`config.mk`:
```
export PLATFORM = sky130hd
export DESIGN_NAME = meter_frame_parser_flat
export DESIGN_NICKNAME = d
export VERILOG_FILES = /design/src/rtl/core/mfp_pkg.sv /design/src/rtl/core/mfp_ifs.sv /design/src/rtl/core/mfp_front.sv /design/src/rtl/core/mfp_queue.sv /design/src/rtl/core/mfp_back.sv /design/src/rtl/core/meter_frame_parser.sv /design/src/flat_wrapper.sv
export SDC_FILE = /design/constraint.sdc
export NUM_CORES = 1
export LEC_CHECK = 0
export BUFFER_PORTS_ARGS = -buffer_cell sky130_fd_sc_hd__clkbuf_2
export CELL_PAD_IN_SITES_DETAIL_PLACEMENT = 0
export CELL_PAD_IN_SITES_GLOBAL_PLACEMENT = 1
export CORE_MARGIN = 2
export CORE_UTILIZATION = 54
export CTS_CLUSTER_SIZE = 40
export DETAILED_ROUTE_END_ITERATION = 7
export HOLD_SLACK_MARGIN = 0.03
export PLACE_DENSITY = 0.82
export SLEW_MARGIN = 20
export SYNTH_ARGS = -nofsm -noshare
export SYNTH_HDL_FRONTEND = slang
export SYNTH_HIERARCHICAL = 1
export SYNTH_SLANG_ARGS = --single-unit
export TNS_END_PERCENT = 30
```
`constraint.sdc`:
```
create_clock -name clk -period 20.6 [get_ports clk]
set_input_delay 6.18 -clock clk [delete_from_list [all_inputs] [get_ports clk]]
set_output_delay 6.18 -clock clk [all_outputs]
set_load 0.03 [all_outputs]
```
`src/rtl/core/mfp_pkg.sv`:
```
// ----------------------------------------------------------------------------
// mfp_pkg
// Shared constants and types of the meter frame parser: frame layout codes,
// status codes and the record that travels from the front to the back.
// ----------------------------------------------------------------------------
package mfp_pkg;

  // Field widths
  localparam int unsigned BYTE_W   = 8;
  localparam int unsigned POS_W    = 9;
  localparam int unsigned ADDR_W   = 48;
  localparam int unsigned IDENT_W  = 16;
  localparam int unsigned STATUS_W = 3;

  // Frame layout
  localparam logic [BYTE_W-1:0] FRAME_START    = 8'h68;
  localparam logic [BYTE_W-1:0] FRAME_STOP     = 8'h16;
  localparam logic [BYTE_W-1:0] DATA_MASK      = 8'h33;
  localparam logic [POS_W-1:0]  POS_START2     = 9'd7;
  localparam logic [POS_W-1:0]  POS_CONTROL    = 9'd8;
  localparam logic [POS_W-1:0]  POS_LENGTH     = 9'd9;
  localparam logic [POS_W-1:0]  DATA_OFFSET    = 9'd10;
  localparam logic [POS_W-1:0]  POS_MAX        = 9'd511;
  localparam logic [POS_W:0]    FRAME_OVERHEAD = 10'd12;
  localparam logic [BYTE_W-1:0] MIN_FIELD_LEN  = 8'd2;
  localparam int unsigned       ADDR_BYTES     = 6;

  // Configuration reset
  localparam logic [POS_W-1:0] MIN_LEN_RESET = 9'd12;

  // Default depth of the front-to-back queue
  localparam int unsigned QUEUE_DEPTH_DEF = 2;

  // Status codes
  typedef enum logic [STATUS_W-1:0] {
    ST_OK       = 3'd0,
    ST_SHORT    = 3'd1,
    ST_NO_START = 3'd2,
    ST_BAD_LEN  = 3'd3,
    ST_NO_STOP  = 3'd4,
    ST_CHECKSUM = 3'd5
  } status_t;

  // Classified byte, as the front hands it to the back
  typedef struct packed {
    logic                has_data;
    logic [BYTE_W-1:0]   data_index;
    logic [BYTE_W-1:0]   data_byte;
    logic                is_final;
    logic                too_short;
    logic                starts_ok;
    logic                len_bad;
    logic                stop_ok;
    logic                cs_ok;
    logic [ADDR_W-1:0]   address;
    logic                response;
    logic [IDENT_W-1:0]  identifier;
    logic [BYTE_W-1:0]   payload_cnt;
  } cls_t;

  // Formatted result beat
  typedef struct packed {
    logic                has_data;
    logic [BYTE_W-1:0]   data_index;
    logic [BYTE_W-1:0]   data_byte;
    logic                is_final;
    logic [STATUS_W-1:0] status;
    logic [ADDR_W-1:0]   meter_address;
    logic                response_bit;
    logic [IDENT_W-1:0]  data_identifier;
    logic [BYTE_W-1:0]   payload_length;
  } res_t;

endpackage

```
`src/rtl/core/mfp_ifs.sv`:
```
// ----------------------------------------------------------------------------
// mfp_ifs
// Valid/ready channels of the meter frame parser: the raw byte stream in and
// the result stream out.
// ----------------------------------------------------------------------------
interface mfp_byte_if;
  logic                      valid;
  logic                      ready;
  logic [mfp_pkg::BYTE_W-1:0] rx_byte;
  logic                      end_of_buffer;

  modport source (output valid, output rx_byte, output end_of_buffer, input ready);
  modport sink   (input valid, input rx_byte, input end_of_buffer, output ready);
endinterface

interface mfp_result_if;
  logic                        valid;
  logic                        ready;
  logic                        has_data;
  logic [mfp_pkg::BYTE_W-1:0]   data_index;
  logic [mfp_pkg::BYTE_W-1:0]   data_byte;
  logic                        is_final;
  logic [mfp_pkg::STATUS_W-1:0] status;
  logic [mfp_pkg::ADDR_W-1:0]   meter_address;
  logic                        response_bit;
  logic [mfp_pkg::IDENT_W-1:0]  data_identifier;
  logic [mfp_pkg::BYTE_W-1:0]   payload_length;

  modport source (output valid, output has_data, output data_index, output data_byte,
                  output is_final, output status, output meter_address,
                  output response_bit, output data_identifier, output payload_length,
                  input ready);
  modport sink   (input valid, input has_data, input data_index, input data_byte,
                  input is_final, input status, input meter_address,
                  input response_bit, input data_identifier, input payload_length,
                  output ready);
endinterface

```
`src/rtl/core/mfp_front.sv`:
```
// ----------------------------------------------------------------------------
// mfp_front
// Takes one buffer byte per beat, tracks the frame position and the running
// checks, and hands a classified record to the queue for every data byte
// and for the last byte of the buffer.
// ----------------------------------------------------------------------------
module mfp_front (
  input  logic                         clk,
  input  logic                         rst_n,
  // configuration
  input  logic                         cfg_wr_en,
  input  logic [mfp_pkg::POS_W-1:0]    cfg_wr_data,
  // byte stream
  input  logic                         byte_valid,
  output logic                         byte_ready,
  input  logic [mfp_pkg::BYTE_W-1:0]   rx_byte,
  input  logic                         end_of_buffer,
  // queue side
  output logic                         push_valid,
  input  logic                         push_ready,
  output mfp_pkg::cls_t                push_data
);

  localparam int unsigned BW = mfp_pkg::BYTE_W;
  localparam int unsigned PW = mfp_pkg::POS_W;

  logic [PW-1:0]                  min_len_r;
  logic [PW-1:0]                  pos_r,    pos_nxt;
  logic [BW-1:0]                  fl_r,     fl_nxt;
  logic [BW-1:0]                  sum_r,    sum_nxt;
  logic [1:0]                     starts_r, starts_nxt;
  logic                           cs_ok_r,  cs_ok_nxt;
  logic                           stop_ok_r, stop_ok_nxt;
  logic [mfp_pkg::ADDR_W-1:0]     addr_r,   addr_nxt;
  logic                           resp_r,   resp_nxt;
  logic [mfp_pkg::IDENT_W-1:0]    ident_r,  ident_nxt;

  logic [PW-1:0]                  cs_pos;
  logic                           is_data;
  logic [BW-1:0]                  didx;
  logic [BW-1:0]                  dbyte;
  logic [PW:0]                    buf_len;
  logic [PW:0]                    frame_total;
  logic                           accept;

  assign byte_ready = push_ready;
  assign accept     = byte_valid && byte_ready;

  // Per-byte classification and state update
  always_comb begin
    fl_nxt      = (pos_r == mfp_pkg::POS_LENGTH) ? rx_byte : fl_r;
    cs_pos      = mfp_pkg::DATA_OFFSET + {1'b0, fl_nxt};
    is_data     = (pos_r >= mfp_pkg::DATA_OFFSET) && (pos_r < cs_pos);
    didx        = pos_r[BW-1:0] - mfp_pkg::DATA_OFFSET[BW-1:0];
    dbyte       = rx_byte - mfp_pkg::DATA_MASK;

    starts_nxt  = starts_r;
    if ((pos_r == '0) && (rx_byte == mfp_pkg::FRAME_START)) begin
      starts_nxt[0] = 1'b1;
    end
    if ((pos_r == mfp_pkg::POS_START2) && (rx_byte == mfp_pkg::FRAME_START)) begin
      starts_nxt[1] = 1'b1;
    end

    // address bytes sit at positions 1 to 6
    addr_nxt = addr_r;
    for (int k = 0; k < mfp_pkg::ADDR_BYTES; k++) begin
      if (pos_r == PW'(k + 1)) begin
        addr_nxt[k*BW +: BW] = addr_r[k*BW +: BW] | rx_byte;
      end
    end

    resp_nxt = (pos_r == mfp_pkg::POS_CONTROL) ? rx_byte[BW-1] : resp_r;

    // first two data bytes form the identifier
    ident_nxt = ident_r;
    if (is_data && (didx == 8'd0)) begin
      ident_nxt[BW-1:0] = dbyte;
    end else if (is_data && (didx == 8'd1)) begin
      ident_nxt[2*BW-1:BW] = dbyte;
    end

    cs_ok_nxt = cs_ok_r;
    if ((pos_r == cs_pos) && (pos_r >= mfp_pkg::DATA_OFFSET)) begin
      cs_ok_nxt = (sum_r == rx_byte);
    end
    stop_ok_nxt = stop_ok_r;
    if ((pos_r == cs_pos + 9'd1) && (pos_r > mfp_pkg::DATA_OFFSET)) begin
      stop_ok_nxt = (rx_byte == mfp_pkg::FRAME_STOP);
    end

    sum_nxt = (pos_r < cs_pos) ? (sum_r + rx_byte) : sum_r;

    pos_nxt = (pos_r < mfp_pkg::POS_MAX) ? (pos_r + 9'd1) : pos_r;

    // final checks
    buf_len     = {1'b0, pos_r} + 10'd1;
    frame_total = {2'b00, fl_nxt} + mfp_pkg::FRAME_OVERHEAD;

    push_data             = '0;
    push_data.has_data    = is_data;
    push_data.data_index  = is_data ? didx  : '0;
    push_data.data_byte   = is_data ? dbyte : '0;
    push_data.is_final    = end_of_buffer;
    push_data.too_short   = buf_len < {1'b0, min_len_r};
    push_data.starts_ok   = (starts_nxt == 2'b11);
    push_data.len_bad     = (frame_total > buf_len) || (fl_nxt < mfp_pkg::MIN_FIELD_LEN);
    push_data.stop_ok     = stop_ok_nxt;
    push_data.cs_ok       = cs_ok_nxt;
    push_data.address     = addr_nxt;
    push_data.response    = resp_nxt;
    push_data.identifier  = ident_nxt;
    push_data.payload_cnt = fl_nxt - mfp_pkg::MIN_FIELD_LEN;
  end

  assign push_valid = byte_valid && (is_data || end_of_buffer);

  // Configuration register
  always_ff @(posedge clk) begin
    if (!rst_n) begin
      min_len_r <= mfp_pkg::MIN_LEN_RESET;
    end else if (cfg_wr_en) begin
      min_len_r <= cfg_wr_data;
    end
  end

  // Frame state, cleared after the last byte of each buffer
  always_ff @(posedge clk) begin
    if (!rst_n || (accept && end_of_buffer)) begin
      pos_r     <= '0;
      fl_r      <= '0;
      sum_r     <= '0;
      starts_r  <= '0;
      cs_ok_r   <= 1'b0;
      stop_ok_r <= 1'b0;
      addr_r    <= '0;
      resp_r    <= 1'b0;
      ident_r   <= '0;
    end else if (accept) begin
      pos_r     <= pos_nxt;
      fl_r      <= fl_nxt;
      sum_r     <= sum_nxt;
      starts_r  <= starts_nxt;
      cs_ok_r   <= cs_ok_nxt;
      stop_ok_r <= stop_ok_nxt;
      addr_r    <= addr_nxt;
      resp_r    <= resp_nxt;
      ident_r   <= ident_nxt;
    end
  end

endmodule

```
`src/rtl/core/mfp_queue.sv`:
```
// ----------------------------------------------------------------------------
// mfp_queue
// Short first-in first-out queue of classified records between the front
// and the back.
// ----------------------------------------------------------------------------
module mfp_queue #(
  parameter int unsigned DEPTH = mfp_pkg::QUEUE_DEPTH_DEF
) (
  input  logic           clk,
  input  logic           rst_n,
  input  logic           push_valid,
  output logic           push_ready,
  input  mfp_pkg::cls_t  push_data,
  output logic           pop_valid,
  input  logic           pop_ready,
  output mfp_pkg::cls_t  pop_data
);

  localparam int unsigned PTR_W = (DEPTH > 1) ? $clog2(DEPTH) : 1;
  localparam int unsigned CNT_W = $clog2(DEPTH + 1);
  localparam logic [PTR_W-1:0] PTR_LAST = PTR_W'(DEPTH - 1);
  localparam logic [CNT_W-1:0] CNT_FULL = CNT_W'(DEPTH);

  mfp_pkg::cls_t    slots [DEPTH];
  logic [PTR_W-1:0] wr_ptr_r, rd_ptr_r;
  logic [CNT_W-1:0] cnt_r;
  logic             do_push, do_pop;

  assign push_ready = (cnt_r != CNT_FULL);
  assign pop_valid  = (cnt_r != '0);
  assign pop_data   = slots[rd_ptr_r];
  assign do_push    = push_valid && push_ready;
  assign do_pop     = pop_valid && pop_ready;

  // Storage
  always_ff @(posedge clk) begin
    if (do_push) begin
      slots[wr_ptr_r] <= push_data;
    end
  end

  // Pointers and fill count
  always_ff @(posedge clk) begin
    if (!rst_n) begin
      wr_ptr_r <= '0;
      rd_ptr_r <= '0;
      cnt_r    <= '0;
    end else begin
      if (do_push) begin
        wr_ptr_r <= (wr_ptr_r == PTR_LAST) ? '0 : wr_ptr_r + 1'b1;
      end
      if (do_pop) begin
        rd_ptr_r <= (rd_ptr_r == PTR_LAST) ? '0 : rd_ptr_r + 1'b1;
      end
      if (do_push && !do_pop) begin
        cnt_r <= cnt_r + 1'b1;
      end else if (do_pop && !do_push) begin
        cnt_r <= cnt_r - 1'b1;
      end
    end
  end

endmodule

```
`src/rtl/core/mfp_back.sv`:
```
// ----------------------------------------------------------------------------
// mfp_back
// Resolves the frame status in priority order, masks the fields that carry
// no meaning and holds the result beat in the output register.
// ----------------------------------------------------------------------------
module mfp_back (
  input  logic           clk,
  input  logic           rst_n,
  input  logic           pop_valid,
  output logic           pop_ready,
  input  mfp_pkg::cls_t  pop_data,
  output logic           res_valid,
  input  logic           res_ready,
  output mfp_pkg::res_t  res_data
);

  logic            res_valid_r;
  mfp_pkg::res_t   res_data_r, res_data_nxt;
  mfp_pkg::status_t st;

  assign pop_ready = !res_valid_r || res_ready;
  assign res_valid = res_valid_r;
  assign res_data  = res_data_r;

  // Status priority: short, start, length, stop, checksum
  always_comb begin
    if (pop_data.too_short) begin
      st = mfp_pkg::ST_SHORT;
    end else if (!pop_data.starts_ok) begin
      st = mfp_pkg::ST_NO_START;
    end else if (pop_data.len_bad) begin
      st = mfp_pkg::ST_BAD_LEN;
    end else if (!pop_data.stop_ok) begin
      st = mfp_pkg::ST_NO_STOP;
    end else if (!pop_data.cs_ok) begin
      st = mfp_pkg::ST_CHECKSUM;
    end else begin
      st = mfp_pkg::ST_OK;
    end
  end

  // Result formatting
  always_comb begin
    res_data_nxt            = '0;
    res_data_nxt.has_data   = pop_data.has_data;
    res_data_nxt.data_index = pop_data.data_index;
    res_data_nxt.data_byte  = pop_data.data_byte;
    if (pop_data.is_final) begin
      res_data_nxt.is_final = 1'b1;
      res_data_nxt.status   = st;
      if (st == mfp_pkg::ST_OK) begin
        res_data_nxt.meter_address   = pop_data.address;
        res_data_nxt.response_bit    = pop_data.response;
        res_data_nxt.data_identifier = pop_data.identifier;
        res_data_nxt.payload_length  = pop_data.payload_cnt;
      end
    end
  end

  // Output register
  always_ff @(posedge clk) begin
    if (!rst_n) begin
      res_valid_r <= 1'b0;
    end else if (pop_ready) begin
      res_valid_r <= pop_valid;
    end
  end

  always_ff @(posedge clk) begin
    if (pop_ready && pop_valid) begin
      res_data_r <= res_data_nxt;
    end
  end

endmodule

```
`src/rtl/core/meter_frame_parser.sv`:
```
// ----------------------------------------------------------------------------
// meter_frame_parser
// Streaming checker and decoder for meter link frames of the form
// 68, address x6, 68, control, L, data x L, checksum, 16.
// ----------------------------------------------------------------------------
//  Channel  Dir  Handshake              Beat
//  in_bus   in   valid/ready            rx_byte, end_of_buffer
//  out_bus  out  valid/ready            data byte and/or final status
//  cfg_*    in   cfg_wr_en              min_buffer_length
//
//  One byte per cycle sustained while the queue is not full.
//  The front updates the frame state in the accepting cycle; the back
//  registers the result. A queue of QUEUE_DEPTH records sits between them.
//  in_bus.ready drops only when the queue is full. Synchronous active-low
//  reset clears frame state and sets min_buffer_length to 12.
// ----------------------------------------------------------------------------
module meter_frame_parser #(
  parameter int unsigned QUEUE_DEPTH = mfp_pkg::QUEUE_DEPTH_DEF
) (
  input  logic                      clk,
  input  logic                      rst_n,
  input  logic                      cfg_wr_en,
  input  logic [mfp_pkg::POS_W-1:0] cfg_wr_data,
  mfp_byte_if.sink                  in_bus,
  mfp_result_if.source              out_bus
);

  logic           push_valid, push_ready;
  mfp_pkg::cls_t  push_data;
  logic           pop_valid, pop_ready;
  mfp_pkg::cls_t  pop_data;
  logic           res_valid;
  mfp_pkg::res_t  res_data;

  // Front: position tracking and classification
  mfp_front u_front (
    .clk           (clk),
    .rst_n         (rst_n),
    .cfg_wr_en     (cfg_wr_en),
    .cfg_wr_data   (cfg_wr_data),
    .byte_valid    (in_bus.valid),
    .byte_ready    (in_bus.ready),
    .rx_byte       (in_bus.rx_byte),
    .end_of_buffer (in_bus.end_of_buffer),
    .push_valid    (push_valid),
    .push_ready    (push_ready),
    .push_data     (push_data)
  );

  // Decoupling queue
  mfp_queue #(
    .DEPTH (QUEUE_DEPTH)
  ) u_queue (
    .clk        (clk),
    .rst_n      (rst_n),
    .push_valid (push_valid),
    .push_ready (push_ready),
    .push_data  (push_data),
    .pop_valid  (pop_valid),
    .pop_ready  (pop_ready),
    .pop_data   (pop_data)
  );

  // Back: status and output register
  mfp_back u_back (
    .clk       (clk),
    .rst_n     (rst_n),
    .pop_valid (pop_valid),
    .pop_ready (pop_ready),
    .pop_data  (pop_data),
    .res_valid (res_valid),
    .res_ready (out_bus.ready),
    .res_data  (res_data)
  );

  // Result beat onto the channel
  assign out_bus.valid           = res_valid;
  assign out_bus.has_data        = res_data.has_data;
  assign out_bus.data_index      = res_data.data_index;
  assign out_bus.data_byte       = res_data.data_byte;
  assign out_bus.is_final        = res_data.is_final;
  assign out_bus.status          = res_data.status;
  assign out_bus.meter_address   = res_data.meter_address;
  assign out_bus.response_bit    = res_data.response_bit;
  assign out_bus.data_identifier = res_data.data_identifier;
  assign out_bus.payload_length  = res_data.payload_length;

endmodule
```
`src/flat_wrapper.sv`:
```
// flat-port wrapper written by rule: the top's interface ports become plain ports
module meter_frame_parser_flat 
#(
  parameter int unsigned QUEUE_DEPTH = mfp_pkg::QUEUE_DEPTH_DEF
)
  (clk, rst_n, cfg_wr_en, cfg_wr_data, in_bus_valid, in_bus_rx_byte, in_bus_end_of_buffer, in_bus_ready, out_bus_valid, out_bus_has_data, out_bus_data_index, out_bus_data_byte, out_bus_is_final, out_bus_status, out_bus_meter_address, out_bus_response_bit, out_bus_data_identifier, out_bus_payload_length, out_bus_ready);
  mfp_byte_if in_bus_i ();
  mfp_result_if out_bus_i ();
  input  logic clk;
  input  logic rst_n;
  input  logic cfg_wr_en;
  input  logic [mfp_pkg::POS_W-1:0] cfg_wr_data;
  input wire logic [$bits(in_bus_i.valid)-1:0] in_bus_valid;
  input wire logic [$bits(in_bus_i.rx_byte)-1:0] in_bus_rx_byte;
  input wire logic [$bits(in_bus_i.end_of_buffer)-1:0] in_bus_end_of_buffer;
  output wire logic [$bits(in_bus_i.ready)-1:0] in_bus_ready;
  output wire logic [$bits(out_bus_i.valid)-1:0] out_bus_valid;
  output wire logic [$bits(out_bus_i.has_data)-1:0] out_bus_has_data;
  output wire logic [$bits(out_bus_i.data_index)-1:0] out_bus_data_index;
  output wire logic [$bits(out_bus_i.data_byte)-1:0] out_bus_data_byte;
  output wire logic [$bits(out_bus_i.is_final)-1:0] out_bus_is_final;
  output wire logic [$bits(out_bus_i.status)-1:0] out_bus_status;
  output wire logic [$bits(out_bus_i.meter_address)-1:0] out_bus_meter_address;
  output wire logic [$bits(out_bus_i.response_bit)-1:0] out_bus_response_bit;
  output wire logic [$bits(out_bus_i.data_identifier)-1:0] out_bus_data_identifier;
  output wire logic [$bits(out_bus_i.payload_length)-1:0] out_bus_payload_length;
  input wire logic [$bits(out_bus_i.ready)-1:0] out_bus_ready;
  assign in_bus_i.valid = in_bus_valid;
  assign in_bus_i.rx_byte = in_bus_rx_byte;
  assign in_bus_i.end_of_buffer = in_bus_end_of_buffer;
  assign in_bus_ready = in_bus_i.ready;
  assign out_bus_valid = out_bus_i.valid;
  assign out_bus_has_data = out_bus_i.has_data;
  assign out_bus_data_index = out_bus_i.data_index;
  assign out_bus_data_byte = out_bus_i.data_byte;
  assign out_bus_is_final = out_bus_i.is_final;
  assign out_bus_status = out_bus_i.status;
  assign out_bus_meter_address = out_bus_i.meter_address;
  assign out_bus_response_bit = out_bus_i.response_bit;
  assign out_bus_data_identifier = out_bus_i.data_identifier;
  assign out_bus_payload_length = out_bus_i.payload_length;
  assign out_bus_i.ready = out_bus_ready;
  meter_frame_parser #(.QUEUE_DEPTH(QUEUE_DEPTH)) u_core (.clk(clk), .rst_n(rst_n), .cfg_wr_en(cfg_wr_en), .cfg_wr_data(cfg_wr_data), .in_bus(in_bus_i), .out_bus(out_bus_i));
endmodule
```
==> results.ini, run 1 <==
[detailed_routing]
final_antenna_net_count=0
drtIter0Drc=758
vias_per_cell=5.51
topRoutingLayerUsed=met4
route.met3.wl_um=1910
dr.pass1.iters=6
drcViolationCount=0
wl_met2_um=17000
vias=10400
wl_per_cell_um=18.9
wl_um=35800
met1_length_um=16200

[timing]
fin_crit_sh_pct=56.7
slew_viol_final=0
hold_violations=0
worst_clock_skew_ps=12.5
rsz0062_at_grt=false
slew_headroom_pct=34.9
fin_crit_ps=11680
setup_viol=0
worstMarginPinSlew_ps=976
finalSetupTns_ps=0
max_freq_mhz=85.6
finalWorstSetupSlack_ps=8920

[run]
max-cap-violations=0

[synthesis]
ys_types=76
netlist_area_um2=17600
synth_top_flop_cell=edfxtp_1
async_flop_share_pct=0
synth_warnings=6
synth_fp_nets=1396
syn-mean-instance-area_um2=13.3
ys_seq_area_share_pct=61.0
syn_inst=1325
synth-edff-count=286
ys_seq_elements=395

[critical_path]
cp-startpoint=in_bus_rx_byte[1]
cp.arrival_ps=11830
r2r-start=u_core/u_front/pos_r[1]
cp-end-kind=register
crit_path_start_kind=input pin
cp_data_required_time_ps=20740
worstRegToRegCells=22
cp_max_fo=68
critical_path_class=in2reg

[clocking]
cts_hold_buf=0
clock-sinks=395
clk-insertion-delay-late_ps=530
cts_resized=0
cts_tree=built
cts-root-buf=clkbuf_16
clock_path_buffers=3
clk_pin_slew_ps=60
post_cts_buffers=0
cts_made_buffers=40
cts-htree-levels=2

[placement]
pre_cts_slack_ps=8370
gp_congestion=0.871
placed_cell_area_um2=18400
place_hpwl_um=22900
io_buffers=118

[global_route]
grt_usage_pct=21.3
grt_pass1_vias=10000
antenna_found_initial=1
grt_pass1_wl_um=56200
grt-ovfl-total=0
grt_max_degree=75

[final_layout]
layout-drive-gt1-share_pct=22.6
final_cell_mix=edfxtp_1, clkbuf_2, nor2_1
syn_to_final_growth_pct=11.8
final_common_cell=edfxtp_1
design_area_um2=19700
nets=1487
diodes=0

[floorplan]
chipHeight_um=185
core_area_um2=32400
start_util_pct=54.5
ios=119
die_w_um=185
placementRows=66
dieArea_um2=34100

[run_status]
outcome=finished, final reports clean

[worst_hold_path]
worstHoldStart=u_core/u_front/resp_r
holdPathStages=2
hold_class=reg2reg

[power]
ir_worst_vdd_mv=0.0719
p_per_area_nw_per_um2=121
p_leak_nw=8.14
p_total_mw=2.39

cell families (layout without fill, tap and decap cells):
| family | Yosys count | in the layout | synth area share, % |
|---|---|---|---|
| simple gates | 400 | 400 | 12.8 |
| flops | 395 | 395 | 61.0 |
| compound gates | 156 | 156 | 6.13 |
| mux | 155 | 155 | 10.5 |
| buf+inv | 118 | 241 | 3.44 |
| xor+xnor | 52 | 52 | 2.58 |
| fa+ha+maj | 49 | 49 | 3.50 |
where the power goes:
part           internal (mW)  leakage (nW)  switching (mW)  total [mW]
sequential              1.02          3.60          0.0555        1.07
clock                  0.415         0.631           0.291       0.706
combinational          0.212          3.92           0.403       0.615
total                   1.64          8.14           0.750        2.39
registers in the layout, indices dropped and copies added, names as in the netlist, 2 cells and up, named ones only:
name	flops
u_core/u_queue/slots	192
u_core/u_back/res_data	94
u_core/u_front/addr_r	48
u_core/u_front/ident_r	16
u_core/u_front/min_len_r	9
u_core/u_front/pos_r	9
u_core/u_front/fl_r	8
u_core/u_front/sum_r	8
u_core/u_front/starts_r	2
u_core/u_queue/cnt_r	2
worst max-delay path, stage by stage:
cell and delay (ps):
clkbuf_2 230, inv_1 190, nor2_1 60, a21oi_1 510, inv_1 250, ha_1 340
nor2b_1 180, o22ai_4 130, o311ai_4 190, ha_1 340, o21a_1 110, o21a_1 170
o21a_1 160, o21bai_1 330, nand2_1 120, or2_2 420, a21boi_0 390, nand3b_1 180
clkinv_2 430, buf_4 810
layer usage:
metal  up-vias  GRT usage (%)
met1      5066           29.9
li1       5021              -
met2       282           34.7
met5         -              0
met3        48           3.58
met4         0           5.33
final timing paths:
path	end	slack, ps
worst max-delay path	u_core/u_queue/slots[0][40]	8920
worst min-delay path	u_core/u_front/resp_r	470
worst max register to register	u_core/u_queue/slots[0][40]	13320
worst min register to register	u_core/u_front/resp_r	470
synthesized netlist by cell type, types with 3 or more instances:
cell,instances,area (µm²)
mux2i_1,40,400
buf_4,7,52.6
o211ai_1,3,22.5
o21ai_0,19,95.1
and3_1,74,463
o22ai_1,3,18.8
nor3b_1,50,375
nand3b_1,4,30.0
nor3_1,9,45.0
and3_2,4,30.0
mux2_2,72,811
o21ai_1,3,15.0
nand2b_1,10,62.6
a21oi_1,32,160
edfxtp_1,286,8590
dfxtp_1,109,2180
ha_1,47,588
xnor2_1,36,315
nor2b_1,18,113
or3_1,8,50.1
nand3_1,21,105
and2_1,18,113
o21bai_1,4,30.0
nand2_1,35,131
mux2_4,40,601
clkbuf_1,48,180
inv_1,39,146
a21boi_0,4,30.0
nor4_1,6,37.5
a211oi_1,9,67.6
xor2_1,16,140
o21a_1,9,67.6
buf_2,8,40.0
nor2_1,117,439
buf_6,8,90.1
buf_8,6,90.1
nand4_1,6,37.5
a21o_1,51,383
metrics by stage:
step / cells / utilization [%] / hold slack, ps
2_1_floorplan: 1325 / - / 433
3_3_place_gp: 1816 / 56.9 / 438
3_5_place_dp: 1816 / 56.9 / 466
4_1_cts: 1890 / 60.9 / 474
5_1_grt: 1890 / 60.9 / 486
6_report: 1890 / 60.9 / 472
layout make-up:
class | instances | area (µm²)
fillers | 2599 | 12600
flip-flops and latches | 395 | 10800
multi-input cells | 812 | 6290
clock buffers | 57 | 1150
repair buffers | 128 | 666
well taps | 442 | 553
clock inverters | 17 | 149
inverters | 39 | 148
(Power assumes the default switching activity.)
==> run 2, diff against run 1 <==
--- a/config.mk
+++ b/config.mk
@@ -9,11 +9,11 @@
 export CELL_PAD_IN_SITES_DETAIL_PLACEMENT = 0
 export CELL_PAD_IN_SITES_GLOBAL_PLACEMENT = 1
 export CORE_MARGIN = 2
-export CORE_UTILIZATION = 54
+export CORE_UTILIZATION = 45
 export CTS_CLUSTER_SIZE = 40
 export DETAILED_ROUTE_END_ITERATION = 7
 export HOLD_SLACK_MARGIN = 0.03
-export PLACE_DENSITY = 0.82
+export PLACE_DENSITY = 0.72
 export SLEW_MARGIN = 20
 export SYNTH_ARGS = -nofsm -noshare
 export SYNTH_HDL_FRONTEND = slang
==> constraint.sdc (replaced) <==
create_clock -name clk -period 10.51 [get_ports clk]
set_input_delay 3.153 -clock clk [delete_from_list [all_inputs] [get_ports clk]]
set_output_delay 3.153 -clock clk [all_outputs]
set_load 0.03 [all_outputs]
==> results.ini, run 2 (synthesis results as in run 1) <==
[run_status]
outcome=finished, final reports clean

[clocking]
clock_path_buffers=3  ; unchanged
post_cts_buffers=0  ; unchanged
cts-htree-levels=2  ; unchanged
clk_pin_slew_ps=60  ; about the same
cts_made_buffers=41  ; +2.5%
cts-root-buf=clkbuf_16
cts_hold_buf=0  ; unchanged
clock-sinks=395  ; unchanged
cts_resized=0  ; unchanged
cts_tree=built
clk-insertion-delay-late_ps=530  ; about the same

[timing]
slew_headroom_pct=32.8  ; -2.2 points
hold_violations=0  ; unchanged
finalSetupTns_ps=0  ; unchanged
fin_crit_ps=8350
worst_clock_skew_ps=19.0  ; +6.55 ps
slew_viol_final=0  ; unchanged
worstMarginPinSlew_ps=1010  ; +31.0 ps
setup_viol=0  ; unchanged
max_freq_mhz=120
rsz0062_at_grt=false
fin_crit_sh_pct=79.5

[final_layout]
layout-drive-gt1-share_pct=22.9  ; +0.35 points
fillers=3268  ; +26%
syn_to_final_growth_pct=12.9
largest-register=u_core/u_queue/slots
final_common_cell=edfxtp_1
largest_reg_flops=192  ; unchanged
final_cell_mix=edfxtp_1, clkbuf_2, nor2_1
fin_cells=1967  ; +4.1%
nets=1489  ; +0.13%
utilization_pct=51.5  ; -9.4 points

[power]
p_per_area_nw_per_um2=239  ; +97%
power.share.combinational_pct=25.3  ; -0.4 points
ir_worst_vdd_mv=0.133  ; +85%
p_sw_share_pct=30.8  ; -0.52 points
cellInternalPower_mw=3.29  ; +100%
seqPwrFrac_pct=44.2  ; -0.6 points
power.switching_mw=1.47  ; +95%
clkPwrFrac_pct=30.5  ; +1.0 points
p_leak_nw=8.20  ; +0.64%

[detailed_routing]
wl_per_cell_um=18.5  ; -2.3%
dr.pass1.iters=6  ; unchanged
final_antenna_net_count=0  ; unchanged
drtIter0Drc=606  ; -20%
vias_per_cell=5.22  ; -5.3%
drcViolationCount=0  ; unchanged
wl_um=36400  ; +1.7%
vias=10300  ; -1.4%

[placement]
place_hpwl_um=23900  ; +4.2%
gp_congestion=0.851  ; -2.3%
io_buffers=118  ; unchanged
placedCellCount=1893  ; +4.2%

[global_route]
grt_pass1_wl_um=57200  ; +1.6%
grt_usage_pct=17.8  ; -3.4 points
antenna_found_initial=2  ; +1
grt-ovfl-total=0  ; unchanged
grt_max_degree=97  ; +29%
grt_pass1_vias=10100  ; +0.80%

[critical_path]
cp_data_required_time_ps=10680  ; -10060 ps
crit_path_start_kind=input pin
cp-end-kind=register
cp.arrival_ps=8530  ; -3300 ps
critical_path_class=in2reg
cp_max_fo=37  ; -46%

[run]
max-cap-violations=0  ; unchanged

[floorplan]
ios=119  ; unchanged
die_w_um=202  ; +9.3%
core_area_um2=38600  ; +19%
placementRows=72  ; +9.1%
dieArea_um2=40800  ; +20%
chipHeight_um=202  ; +9.3%
start_util_pct=45.7  ; -8.9 points

[worst_hold_path]
hold_class=reg2reg

[run 2: worst max-delay path, stage by stage]
cell       delay, ps
clkbuf_2         230
inv_1            190
nor2_1            70
a21oi_1          540
inv_1            240
ha_1             350
o2111ai_1        240
xnor2_1           90
mux2i_1          450
ha_1             350
a21o_1           180
a21oi_1          340
nand2_1           90
or2_2            390
a21boi_0         410
and3_4           630
buf_4            500
[run 2: area by class of cell]
| cell class | count | area [µm²] | area share [%] |
|---|---|---|---|
| antenna | 1 | 2.50 | 0.0126 |
| clock buffer | 60 | 1230 | 6.17 |
| clock inverter | 13 | 139 | 0.697 |
| inverter | 39 | 148 | 0.741 |
| multi-input combinational | 812 | 6290 | 31.6 |
| sequential | 395 | 10800 | 54.1 |
| tap | 518 | 648 | 3.25 |
| timing repair buffer | 129 | 686 | 3.44 |
[run 2: power groups by stage]
stage               logic, mW  registers [mW]  clock network (mW)
floorplan               0.693            2.36                   0
global placement         1.21            2.13                   0
detailed placement       1.22            2.14                   0
CTS                      1.22            2.11                1.49
global route             1.29            2.13                1.55
finish                   1.20            2.10                1.45
[run 2: final timing paths]
| kind | cells after the start | slack (ps) | end | from |
|---|---|---|---|---|
| setup / recovery | 17 | 2160 | u_core/u_queue/slots[1][84] | in_bus_rx_byte[1] |
| hold reg to reg | 2 | 480 | u_core/u_front/resp_r | u_core/u_front/resp_r |
| hold / removal | 2 | 480 | u_core/u_front/resp_r | u_core/u_front/resp_r |
| setup reg to reg | 19 | 3510 | u_core/u_queue/slots[1][84] | u_core/u_front/pos_r[1] |
[run 2: routing by layer]
| metal | global-route usage (%) | share of wire, % | up-vias |
|---|---|---|---|
| li1 | - | - | 5031 |
| met1 | 24.9 | 47 | 4989 |
| met2 | 28.8 | 47 | 197 |
| met3 | 2.82 | 4.4 | 49 |
| met4 | 5.30 | 2.0 | 0 |
| met5 | 0 | 0 | - |
[run 2: metrics by stage]
stage / hold WS (ps) / setup WS (ps) / total power, mW / instance area [µm²]
global route: 482 / 1670 / 4.98 / 19900
global placement: 443 / 1820 / 3.34 / 18500
CTS: 472 / 2180 / 4.82 / 19900
floorplan: 433 / 1120 / 3.06 / 17600
detailed placement: 463 / 1630 / 3.36 / 18500
finish: 476 / 2160 / 4.75 / 19900
